==> config.mk <==
export PLATFORM = sky130hd
export DESIGN_NAME = imht_ctrl
export DESIGN_NICKNAME = d
export VERILOG_FILES = /design/src/rtl/core/imht_pkg.sv /design/src/rtl/core/imht_ctrl.sv
export SDC_FILE = /design/constraint.sdc
export NUM_CORES = 1
export LEC_CHECK = 0
export ABC_CLOCK_PERIOD_IN_PS = 2000
export BUFFER_PORTS_ARGS = -buffer_cell sky130_fd_sc_hd__clkbuf_2
export CORE_AREA = 2 2 45 47
export CTS_BUF_LIST = sky130_fd_sc_hd__clkbuf_16
export DETAILED_ROUTE_END_ITERATION = 12
export DIE_AREA = 0 0 47 49
export PLACE_DENSITY = 0.71
export SLEW_MARGIN = 20
export SYNTH_ARGS = -nofsm -noshare
export SYNTH_HDL_FRONTEND = slang
export SYNTH_SLANG_ARGS = --single-unit
==> constraint.sdc <==
create_clock -name clk -period 2 [get_ports clk]
set_input_delay 0.1 -clock clk [delete_from_list [all_inputs] [get_ports clk]]
set_output_delay 0.1 -clock clk [all_outputs]
set_load 0.005 [all_outputs]
==> src/rtl/core/imht_pkg.sv <==
// ----------------------------------------------------------------------------
// imht_pkg
// Shared types, constants and codes of the indexed min-heap timer core.
// ----------------------------------------------------------------------------
package imht_pkg;

  localparam int CAPACITY     = 32;
  localparam int HANDLE_COUNT = 1024;
  localparam int TIME_W       = 32;
  localparam int SLOT_W       = $clog2(CAPACITY);
  localparam int CNT_W        = $clog2(CAPACITY + 1);
  localparam int HND_W        = 10;
  localparam int TMO_W        = 30;
  localparam int ELAPSED_W    = 16;
  localparam int KIND_W       = 3;
  localparam int NEXT_W       = 31;
  localparam logic [TIME_W-1:0] NEXT_MAX = TIME_W'(1073741823);

  typedef logic [SLOT_W-1:0] slot_t;
  typedef logic [CNT_W-1:0]  cnt_t;
  typedef logic [TIME_W-1:0] time_t;

  typedef enum logic [1:0] {
    CMD_START  = 2'd0,
    CMD_ADJUST = 2'd1,
    CMD_CANCEL = 2'd2,
    CMD_TICK   = 2'd3
  } cmd_t;

  typedef enum logic [KIND_W-1:0] {
    KIND_FIRED    = 3'd0,
    KIND_OK       = 3'd1,
    KIND_NOTFOUND = 3'd2,
    KIND_FULL     = 3'd3,
    KIND_REPORT   = 3'd4
  } kind_t;

  typedef struct packed {
    logic [HND_W-1:0] hnd;
    time_t            key;
  } heap_ent_t;

  typedef enum logic [4:0] {
    OP_NONE,
    OP_ACCEPT,
    OP_RD_SLOT,
    OP_SET_REKEY,
    OP_SET_INSERT,
    OP_REM_POS,
    OP_REM_ROOT,
    OP_REM_LOAD,
    OP_RD_LEFT,
    OP_RD_RIGHT,
    OP_DOWN_STEP,
    OP_RD_PARENT,
    OP_UP_STEP,
    OP_PLACE,
    OP_RD_ROOT,
    OP_EMIT_OK,
    OP_EMIT_NF,
    OP_EMIT_FULL,
    OP_EMIT_FIRE_CMD,
    OP_EMIT_FIRE_ROOT,
    OP_EMIT_REPORT
  } dp_op_t;

  typedef struct packed {
    cmd_t cmd;
    logic here;
    logic full;
    logic cnt_zero;
    logic slot_zero;
    logic down_end;
    logic down_stop;
    logic up_stop;
    logic moved;
    logic tail;
    logic expired;
    logic out_free;
  } dp_stat_t;

  typedef enum logic [4:0] {
    S_IDLE,
    S_POS_WAIT,
    S_DECIDE,
    S_T_CHK,
    S_T_EVAL,
    S_EMIT_FIRE_ROOT,
    S_REM_ROOT,
    S_EMIT_FIRE_CMD,
    S_REM_POS,
    S_REM_CHK,
    S_DN,
    S_DN_R,
    S_DN_CMP,
    S_UP,
    S_UP_CMP,
    S_PLACE,
    S_DONE,
    S_EMIT_OK,
    S_EMIT_NF,
    S_EMIT_FULL,
    S_EMIT_RPT
  } state_t;

  function automatic logic precedes(time_t a, time_t b);
    time_t d;
    d = a - b;
    return d[TIME_W-1];
  endfunction

endpackage

==> src/rtl/core/imht_ctrl.sv <==
// ----------------------------------------------------------------------------
// imht_ctrl
// Command sequencer: walks each command through handle lookup or root check, sift and result words.
// ----------------------------------------------------------------------------
module imht_ctrl (
  input  logic              clk,
  input  logic              rst,
  input  logic              in_valid,
  output logic              in_ready,
  input  logic [1:0]        command,
  input  imht_pkg::dp_stat_t stat,
  output imht_pkg::dp_op_t   op
);
  import imht_pkg::*;

  state_t state, state_next;

  always_ff @(posedge clk) begin
    if (rst) begin
      state <= S_IDLE;
    end else begin
      state <= state_next;
    end
  end

  always_comb begin
    state_next = state;
    op         = OP_NONE;
    in_ready   = 1'b0;
    unique case (state)
      S_IDLE: begin
        in_ready = 1'b1;
        if (in_valid) begin
          op         = OP_ACCEPT;
          state_next = (cmd_t'(command) == CMD_TICK) ? S_T_CHK : S_POS_WAIT;
        end
      end
      S_POS_WAIT: begin
        op         = OP_RD_SLOT;
        state_next = S_DECIDE;
      end
      S_DECIDE: begin
        unique case (stat.cmd)
          CMD_START: begin
            if (stat.here) begin
              op         = OP_SET_REKEY;
              state_next = S_DN;
            end else if (stat.full) begin
              state_next = S_EMIT_FULL;
            end else begin
              op         = OP_SET_INSERT;
              state_next = S_UP;
            end
          end
          CMD_ADJUST: begin
            if (stat.here) begin
              op         = OP_SET_REKEY;
              state_next = S_DN;
            end else begin
              state_next = S_EMIT_NF;
            end
          end
          default: begin
            if (stat.here) begin
              state_next = S_EMIT_FIRE_CMD;
            end else begin
              state_next = S_EMIT_NF;
            end
          end
        endcase
      end
      S_T_CHK: begin
        if (stat.cnt_zero) begin
          state_next = S_EMIT_RPT;
        end else begin
          op         = OP_RD_ROOT;
          state_next = S_T_EVAL;
        end
      end
      S_T_EVAL: begin
        state_next = stat.expired ? S_EMIT_FIRE_ROOT : S_EMIT_RPT;
      end
      S_EMIT_FIRE_ROOT: begin
        op = OP_EMIT_FIRE_ROOT;
        if (stat.out_free) begin
          state_next = S_REM_ROOT;
        end
      end
      S_REM_ROOT: begin
        op         = OP_REM_ROOT;
        state_next = S_REM_CHK;
      end
      S_EMIT_FIRE_CMD: begin
        op = OP_EMIT_FIRE_CMD;
        if (stat.out_free) begin
          state_next = S_REM_POS;
        end
      end
      S_REM_POS: begin
        op         = OP_REM_POS;
        state_next = S_REM_CHK;
      end
      S_REM_CHK: begin
        if (stat.tail) begin
          op         = OP_REM_LOAD;
          state_next = S_DN;
        end else begin
          state_next = S_DONE;
        end
      end
      S_DN: begin
        if (stat.down_end) begin
          state_next = stat.moved ? S_PLACE : S_UP;
        end else begin
          op         = OP_RD_LEFT;
          state_next = S_DN_R;
        end
      end
      S_DN_R: begin
        op         = OP_RD_RIGHT;
        state_next = S_DN_CMP;
      end
      S_DN_CMP: begin
        if (stat.down_stop) begin
          state_next = stat.moved ? S_PLACE : S_UP;
        end else begin
          op         = OP_DOWN_STEP;
          state_next = S_DN;
        end
      end
      S_UP: begin
        if (stat.slot_zero) begin
          state_next = S_PLACE;
        end else begin
          op         = OP_RD_PARENT;
          state_next = S_UP_CMP;
        end
      end
      S_UP_CMP: begin
        if (stat.up_stop) begin
          state_next = S_PLACE;
        end else begin
          op         = OP_UP_STEP;
          state_next = S_UP;
        end
      end
      S_PLACE: begin
        op         = OP_PLACE;
        state_next = S_DONE;
      end
      S_DONE: begin
        unique case (stat.cmd)
          CMD_CANCEL: state_next = S_IDLE;
          CMD_TICK:   state_next = S_T_CHK;
          default:    state_next = S_EMIT_OK;
        endcase
      end
      S_EMIT_OK: begin
        op = OP_EMIT_OK;
        if (stat.out_free) begin
          state_next = S_IDLE;
        end
      end
      S_EMIT_NF: begin
        op = OP_EMIT_NF;
        if (stat.out_free) begin
          state_next = S_IDLE;
        end
      end
      S_EMIT_FULL: begin
        op = OP_EMIT_FULL;
        if (stat.out_free) begin
          state_next = S_IDLE;
        end
      end
      S_EMIT_RPT: begin
        op = OP_EMIT_REPORT;
        if (stat.out_free) begin
          state_next = S_IDLE;
        end
      end
      default: begin
        state_next = S_IDLE;
      end
    endcase
  end

endmodule

* Word level (Yosys, flattened, before mapping)
Cells that the tools add are included.
Operators by class: shifts and indexed selects 0, magnitude comparators 0, muxes and demuxes 33, bitwise logic cells 0, divide/modulo/power cells 0, reductions and logical operators 5, $mul 0, $add $sub $neg 0, equal/unequal tests 28
Operators with widths (count):
- one-hot mux 5 bit (19 select lines) | 1
- one-hot mux 5 bit (17 select lines) | 1
- two-way mux 5 bit | 11
- == test 5 x 4 -> 1 bit, second input constant | 8
- == test 5 bit, second input constant | 5
- == test 5 x 3 -> 1 bit, second input constant | 4
- two-way mux 4 bit | 5
- one-hot mux 5 bit (2 select lines) | 2
- two-way mux 3 bit | 5
- == test 5 x 2 -> 1 bit, second input constant | 2
- two-way mux 2 bit | 4
- == test 2 bit, second input constant | 3
- != test 2 bit, second input constant | 3
- one-hot mux 3 bit (2 select lines) | 1
- == test 5 x 1 -> 1 bit, second input constant | 1
- zero test 5 bit | 1
- AND reduction 4 bit | 1
- OR reduction 4 bit | 1
- two-way mux 1 bit | 3
- == test 2 x 1 -> 1 bit, second input constant | 1
- zero test 2 bit | 1
- != test 2 x 1 -> 1 bit, second input constant | 1
- OR reduction 2 bit | 1
Word-level totals: output and inout bits 6, word-level logic and storage cells 67, ROM bits 0, bits of input ports 18, register bits after elaboration 5, memories kept 0, bits in latches 0, RAM bits 0

* Depth between registers and ports, before layout
word-level depth 4, mapped depth 7, gate-level depth less buffers 5

* Worst setup path after synthesis
Ideal clock, no wire load.
path kind reg-to-reg, start register state[0], end register state[1], arrival time 1.554 ns, setup slack 0.315 ns, period minus slack after synthesis 1.685 ns, required time 1.869 ns, cell stages (with the launch flop) 7, path buffers 1, library setup time 0.131 ns, path through dfxtp_1 -> buf_2 -> nor2_1 -> mux2i_1 -> o21bai_4 -> a2111oi_1 -> nor3_2
Between the ends: cells in the longest elaborated chain, start to end 4, elaborated cells between the ends (all ways) 29, those cells by class 24 x eq/ne; 1 x mux; 4 x reduce/logical
RTL lines:
- start, declared | RTL line imht_ctrl.sv:16 | state_t state, state_next;
- start signal, assigned | RTL line imht_ctrl.sv:22 | state <= state_next;
- == test 5 bit | RTL line imht_ctrl.sv:30 | unique case (state)
- OR reduction 4 bit (no line)
- != test 2 x 1 -> 1 bit (no line)
- AND reduction 4 bit (no line)
Parallel ways exist; a longest one is shown, timed or not. A chain may end at the register's enable or synchronous reset.

* Final worst setup path
start register state[0], end output port op[0]
Between the ends: cells in the longest elaborated chain, start to end 2, elaborated cells between the ends (all ways) 20, those cells by class 18 x eq/ne; 1 x mux; 1 x reduce/logical
RTL lines:
- == test 5 bit (tied with other cells) | RTL line imht_ctrl.sv:30
- one-hot mux 5 bit (19 select lines) * | RTL line imht_ctrl.sv:30
- end, declared | RTL line imht_ctrl.sv:12 | output imht_pkg::dp_op_t op
Every way passes the cells marked *; elsewhere a longest branch is shown, timed or not.

==> results.yml <==
status:
  status: "finished clean"
worst_hold_path:
  hp-class: "input port to flip-flop"
  min_from: "rst"
critical_path:
  critPathMaxFanout: 11
  cp-end-kind: "primary output"
  start_kind: "flip-flop"
  critical_path.startpoint: "state[0]"
  critPathRequiredTime_ns: 1.90
  critPathKind: "flip-flop to primary output"
  timing.rr.start: "state[0]"
  worstPathArrival_ns: 1.86
cells_and_area:
  largest_register_ffs: 5
  largest_registers: "state: 5 flops"
  drive_gt1_share_pct: 27.50
  nets: 179
  largest-register: "state"
  nFillCells: 173
  fin_util_pct: 64.06
  diodes: 0
  stdcell_area_mm2: 0.001180
  syn2layout_area_growth_pct: 33.00
sta:
  slew_headroom_pct: 58.78
  finalCritPeriodShare_pct: 97.86
  maxSlewViolCount: 0
  finalSetupViolCount: 0
  hold_violations: 0
  max_freq_mhz: 510.9
  period_minus_slack_ns: 1.957
  worst_pin_slew_ns: 0.6028
  clock_skew_ns: 0.003691
  hold-worst-slack_ns: 0.1329
placed_design:
  place_area_mm2: 0.001096
  io_buffer_count: 23
  dp_hpwl_um: 2291
  gp_congestion: 0.9753
cts:
  clk_transition_reported_paths_ns: 0.04
  cts_tree: "done"
  cts.sinks: 5
  cts_root_buf: "clkbuf_16"
  cts_buffers: 3
  worstSkewPairLatency_ns: 0.23
  cts_max_level: 1
  cts_buffer_depth: 2
die:
  coreArea_mm2: 0.001842
  rows: 16
  die_h_um: 49
  die_area_mm2: 0.002303
  die_w_um: 47
  io_pins: 24
  initial_core_util_pct: 48.17
synth:
  ys_types: 46
  synth_largest_area_cell: "dfxtp_1"
  synth_flop_cell: "dfxtp_1"
  ys_top_cells_by_area: "dfxtp_1 11%, a21oi_1 5.6%, nand2b_1 5.6%"
  synth_cells: 131
  avgSynthCellArea_um2: 6.772
  synth_top_cell_area_share_pct: 11.28
  ys_ff_latch: 5
  synthArstFlopShare_pct: 0
  seq_area_frac_synth_pct: 11.28
  yosysMostFrequentCell: "nor2_1"
  syn-num-nets: 149
  synth_edf_count: 0
  synth_area_um2: 887.1
  netlist_top_cells_count: "12 x nor2_1, 10 x a21oi_1, 9 x nand2_1"
  yosys_warnings: 0
global_route:
  grt_max_degree: 20
  grt_pass1_vias: 1112
  track_usage_pct: 30.10
  grt.busiest_layer: "met1"
  met1_usage_pct: 43.34
  grt_util_met2_pct: 41.55
  antenna_found_initial: 0
  grt_pass1_wl_um: 5078
  gr-usage-met3_pct: 5.185
  grt_overflow: 0
routing:
  via_per_inst: 6.508
  drc: 0
  vias: 1217
  post_drt_wl_per_cell_um: 16.43
  ant_nets: 0
  first_iter_violations: 107
  dr.pass1.iters: 5
  routed_wl_um: 3073
power:
  powerDensity_mw_per_mm2: 1330
  ir_drop_v: 0.0008622
  leakagePower_nw: 0.4815
run:
  cap_violations: 0
==> timing repair <==
action / in CTS / in global routing
resized for setup: 0 / 1
setup buffers: 0 / 0
hold endpoints to repair: 0 / 0
endpoints found under the setup margin: 0 / 1
hold buffers: 0 / 0
==> cell families after synthesis <==
family	count (synthesis)	share of synthesized area (%)
multiplexers	3	3.385
flip-flops	5	11.28
AO/OA/AOI/OAI	42	37.66
AND/OR/NAND/NOR	65	40.34
buffers and inverters	16	7.334
==> worst paths after layout <==
path	to	slack (ns)	cells past startpoint
max	op[0]	0.04	7
min	state[1]	0.13	2
max reg2reg	state[3]	0.12	6
min reg2reg	state[3]	0.59	2
==> area by class of cell <==
class	count	area (um^2)	share of cell area, %
inverter	6	22.52	1.909
clock buffer	3	75.07	6.363
tap	27	33.78	2.863
sequential	5	100.1	8.484
multi-input combinational	110	726.9	61.61
timing repair buffer	35	217.7	18.45
clock inverter	1	3.754	0.3181
==> critical path, cell delays in order (launching register included) <==
cell      delay [ns]
dfxtp_1         0.49
buf_4           0.21
nor3b_1         0.25
nand3_1         0.13
o21ai_1         0.21
a21oi_1         0.09
o21ai_0         0.10
clkbuf_2        0.14
==> through the flow <==
stage	worst slack [ns]	power (mW)	setup TNS, ns	std cells
finish	0.04284	1.569	0	187
global route	-0.01114	1.659	-0.01114	187
CTS	0.07398	1.535	0	187
detailed placement	0.2035	1.192	0	183
global placement	0.2211	1.184	0	183
floorplan	0.3152	0.8438	0	131
==> report_power, final <==
| part | internal [mW] | leakage, nW | switching [mW] |
|---|---|---|---|
| clock network | 0.260 | 0.0423 | 0.0741 |
| registers | 0.132 | 0.0410 | 0.0581 |
| logic | 0.456 | 0.398 | 0.589 |
| total | 0.848 | 0.482 | 0.721 |
==> cells in the final DEF, fill, tap and decap left out, drive strengths merged, types with 6 or more instances in the layout <==
cell	n
a21oi	10
buf	12
clkbuf	26
inv	7
nand2	9
nand2b	8
nand3	6
nor2	12
nor2b	6
nor3	6
==> layer usage <==
metal,routed length [um],part of all wire [%]
met4,108,3.5
met3,331,11
met1,1249,41
met2,1384,45
met5,0,0
(Power assumes the default switching activity.)
